`src/chm_pkg.sv`:
```
package chm_pkg;

  localparam int POOL_ENTRIES     = 1024;
  localparam int MAX_BUCKET_BITS  = 10;
  localparam int INIT_BUCKET_BITS = 2;
  localparam int GROW_BITS        = 2;
  localparam int CHAIN_LIMIT      = 3;

  localparam int NODE_W  = $clog2(POOL_ENTRIES + 1);   // node index incl. null
  localparam int NADDR_W = $clog2(POOL_ENTRIES);
  localparam int BKT_W   = MAX_BUCKET_BITS;
  localparam int BKT_N   = 1 << MAX_BUCKET_BITS;
  localparam int BITS_W  = $clog2(MAX_BUCKET_BITS + 1);
  localparam int CNT_W   = $clog2(BKT_N + 1);
  localparam int THR_W   = MAX_BUCKET_BITS + 5;

  localparam logic [31:0] HASH_MULT = 32'd2654435761;
  localparam logic [NODE_W-1:0] NIL_NODE = NODE_W'(POOL_ENTRIES);

  typedef enum logic [1:0] {
    CMD_GET = 2'd0,
    CMD_SET = 2'd1,
    CMD_DEL = 2'd2,
    CMD_NOP = 2'd3
  } cmd_t;

  typedef enum logic [1:0] {
    ST_OK     = 2'd0,
    ST_ABSENT = 2'd1,
    ST_FULL   = 2'd2,
    ST_RO     = 2'd3
  } status_t;

  typedef enum logic [3:0] {
    S_CLR, S_IDLE, S_HASH, S_HEAD, S_WALK, S_CMP, S_DEL, S_ALLOC, S_INS,
    S_GCLR, S_GBKT, S_GHEAD, S_GNODE, S_GIDX, S_GPUSH, S_DONE
  } state_t;

  // Fold a stored hash to a bucket index for a table of 2^bits buckets.
  function automatic logic [BKT_W-1:0] bucket_of(logic [31:0] h, logic [BITS_W-1:0] bits);
    logic [31:0] s;
    logic [31:0] m;
    s = h + (h >> (32'd32 - 32'(bits)));
    m = (32'd1 << bits) - 32'd1;
    return BKT_W'(s & m);
  endfunction

endpackage

```
`src/chm_hash.sv`:
```
module chm_hash (
  input  logic        clk,
  input  logic        en,
  input  logic [63:0] key,
  output logic [31:0] hash_r
);

  logic [31:0] hash_nxt;

  // Only the low 32 bits of the shifted key reach the low half of the product.
  assign hash_nxt = key[34:3] * chm_pkg::HASH_MULT;

  always_ff @(posedge clk) begin
    if (en) begin
      hash_r <= hash_nxt;
    end
  end

endmodule

```
`config.mk`:
```
export PLATFORM = sky130hd
export DESIGN_NAME = chm_hash
export DESIGN_NICKNAME = d
export VERILOG_FILES = /design/src/chm_pkg.sv /design/src/chm_hash.sv
export SDC_FILE = /design/constraint.sdc
export NUM_CORES = 1
export LEC_CHECK = 0
export BUFFER_PORTS_ARGS = -buffer_cell sky130_fd_sc_hd__buf_2
export CORE_MARGIN = 10
export CORE_UTILIZATION = 40
export CTS_BUF_LIST = sky130_fd_sc_hd__clkbuf_4
export DETAILED_ROUTE_END_ITERATION = 6
export PLACE_DENSITY = 0.59
export SLEW_MARGIN = 20
export SYNTH_ARGS = -nofsm -noshare
export SYNTH_HDL_FRONTEND = slang
export SYNTH_SLANG_ARGS = --single-unit
```
`constraint.sdc`:
```
create_clock -name clk -period 17.4 [get_ports clk]
set_clock_uncertainty 0.1 [all_clocks]
set_input_delay 0.87 -clock clk [delete_from_list [all_inputs] [get_ports clk]]
set_output_delay 0.87 -clock clk [all_outputs]
set_load 0.02 [all_outputs]
```
## After elaboration in Yosys (flattened, before gate mapping)

Index checks and enable logic that the tools add are counted.

| storage, ports and cells | value |
|---|---|
| register bits after elaboration | 32 |
| input port bits | 66 |
| output and inout port bits | 32 |
| logic and storage cells | 2 |

| operators by class | value |
|---|---|
| multipliers | 1 |

Operators with widths:

| kind | count |
|---|---|
| multiplier 32 x 32 -> 32 bit, second input constant | 1 |

## Logic depth before layout (Yosys ltp)

| depth | value |
|---|---|
| depth in word-level cells | 1 |
| gate-level depth with buffers | 24 |
| mapped depth without buffers | 24 |

## Least setup slack after synthesis

No wires, ideal clock.

| timing | value |
|---|---|
| kind | input port to flip-flop |
| from | in key[7] |
| to | reg hash_r[31] (data pin) |
| setup time | 259 ps |
| arrival | 6472 ps |
| required time | 17041 ps |
| path slack | 10569 ps |
| stages on the path | 24 |
| path buffers | 0 |
| cell sequence | inv_1 -> fa_1 -> inv_1 -> fa_1 -> fa_1 -> inv_1 -> fa_1 -> inv_1 -> fa_1 -> inv_1 -> fa_1 -> inv_1 -> fa_1 -> inv_1 -> fa_1 -> inv_1 -> ha_1 -> a21o_1 -> a21o_1 -> a31oi_1 -> nand4b_1 -> a31oi_2 -> o21ai_1 -> xnor2_1 |

| between the ends | value |
|---|---|
| word-level cells in the longest chain between the ends | 1 |

RTL lines:

| what | RTL line | text |
|---|---|---|
| start: declaration | chm_hash.sv:4 | `input logic [63:0] key,` |
| multiplier 32 x 32 -> 32 bit | chm_hash.sv:11 | `assign hash_nxt = key[34:3] * chm_pkg::HASH_MULT;` |
| via hash_nxt[31] | chm_hash.sv:8 | `logic [31:0] hash_nxt;` |
| end signal: assignment | chm_hash.sv:15 | `hash_r <= hash_nxt;` |
| end: declaration | chm_hash.sv:5 | `output logic [31:0] hash_r` |

The timed path passes the listed nets, and every way through them passes these cells.
A chain may end at the register's enable or synchronous reset.

## Worst setup path in the final report

Same ends and word-level chain as after synthesis.

==> out/metrics.cfg <==
[grt]
overflow = 0
grt_pass1_wl_um = 36800
antenna_found_initial = 1
grt_pass1_vias = 6925
grt_usage_pct = 15.2
grt_max_degree = 33

[yosys]
synth_cell_type_count = 44
yosysTopAreaCellShare_pct = 40.9
synth_top_area_cell = fa_1
synth_seq_area_share_pct = 9.61
synthCells = 953
async_flop_share_pct = 0
synth.ff_latch_count = 32
synth_edf_count = 32
synthesis.nets = 1410
yosys-top-cells-area = fa_1, ha_1, inv_1
synth_top_flop_cell = edfxtp_1
yosys_warnings = 0
syn-cell-area_mm2 = 0.0100
avgSynthCellArea_um2 = 10.5

[cts]
h-tree-depth = 2
cts_setup_buffers = 0
tritoncts = yes
cts_hold_buf = 0
cts_buffer_depth = 2
cts.clk_slew.worst_paths_ps = 110
cts_resized = 0
clock-sinks = 32
cts_buffers = 5
cts-root-buf = clkbuf_4

[layout]
regMostFlops = hash_r
largest_reg_flops = 32
fin_nets = 1481
reg_top3 = hash_r: 32 flops
most-common-layout-cells = inv_1, fa_1, ha_1, buf_2, xnor2_1
final_common_cell = inv_1
drive_gt1_share_pct = 8.01
syn_to_final_growth_pct = 7.74

[route]
via_per_inst = 4.65
ant_nets = 0
drt_first_iter_violations = 234
routed_wl_um = 22600
routedWlPerCell_um = 16.7
routed-via-count = 6269
post-route-drc-count = 0
drtPass1Iterations = 4

[outcome]
outcome = finished clean

[worst_setup_path]
max_stage_delay_ps = 560
start_kind = input port
crit_fanout = 9
crit_family = adder cells
crit_arrival_ps = 7350
crit_path_end_kind = register
critPathKind = in2reg
critical_path_buf_inv_count = 9
crit_path_top_delay_cell = fa_1
cp_data_required_time_ps = 17390

[floorplan]
die_x_um = 178
dieArea_mm2 = 0.0317
core-area_mm2 = 0.0245
start_util_pct = 40.9
num_rows = 57
dieHeight_um = 178
num_io_pins = 98

[timing]
tightest_slew_ps = 816
setup_viol = 0
fin_setup_tns_ps = 0
fmax_mhz = 136
finalCriticalPeriod_ps = 7360
relSlewSlack_pct = 45.6
rsz0062_at_grt = no
finalHoldViolCount = 0
fin_crit_sh_pct = 42.3
drv_slew = 0

[hold_path]
hold_class = in2reg

[place]
hpwl_um = 20200
place.gp.congestion = 0.902
io_buffers = 65

[run]
max-cap-violations = 0

[stage by stage]
step	cell area [µm²]	std cells	hold slack, ps	util (%)	setup slack, ps
2_1_floorplan	10000	953	869	-	10570
3_3_place_gp	10700	1341	1220	43.8	9650
3_5_place_dp	10700	1341	1210	43.8	9620
4_1_cts	10800	1348	809	44.0	10000
5_1_grt	10800	1349	809	44.0	9730
6_report	10800	1349	831	44.0	10040
[worst paths after layout]
kind                  slack (ps)    from          to  depth (start not counted)
worst max-delay path       10040  key[7]  hash_r[31]                         25
worst min-delay path         830  key[4]   hash_r[1]                          1
[synth_stat cells (all sizes together) (2+ instances only)]
library cell / instances
nand2b: 4
a211o: 2
o21a: 4
nand4b: 2
a211oi: 3
o21ai: 12
o21bai: 6
o211ai: 2
nor4b: 2
xor2: 11
nand3: 4
xnor2: 44
inv: 348
a21oi: 21
ha: 187
a31oi: 4
edfxtp: 32
and2: 2
a21o: 9
nor2: 18
nor3: 2
fa: 204
nand2: 14
nand4: 3
[layer usage]
layer  vias to the layer above  wire, µm  track usage, %
met4                         0       428            3.79
met1                      3130     10300            20.2
li1                       3003         -               -
met5                         -         0               0
met3                        21      1030            1.88
met2                       115     10800            25.6
[layout make-up]
cell class	count	area, µm²
Inverter	348	1310
Tap cell	324	405
Timing Repair Buffer	65	325
Antenna cell	1	2.50
Fill cell	2345	13700
Clock inverter	2	7.51
Sequential cell	32	961
Clock buffer	5	37.5
Multi-Input combinational cell	572	7720
[kinds of logic (layout without fill, tap and decap cells)]
kind of cell               after synthesis  in the layout  share of synthesized area [%]
adders and majority gates              391            391                           64.3
other                                    0              1                              0
xor gates and xnor gates                55             55                           4.82
AOI/OAI and AO/OA                       68             68                           5.06
muxes                                    2              2                          0.213
and+or+nand+nor                         56             56                           2.92
buffers and inverters                  349            420                           13.1
DFF                                     32             32                           9.61
Power is left out: the tool's default activity adds up to more than one toggle a clock period on the data nets, which glitch-free logic cannot reach.
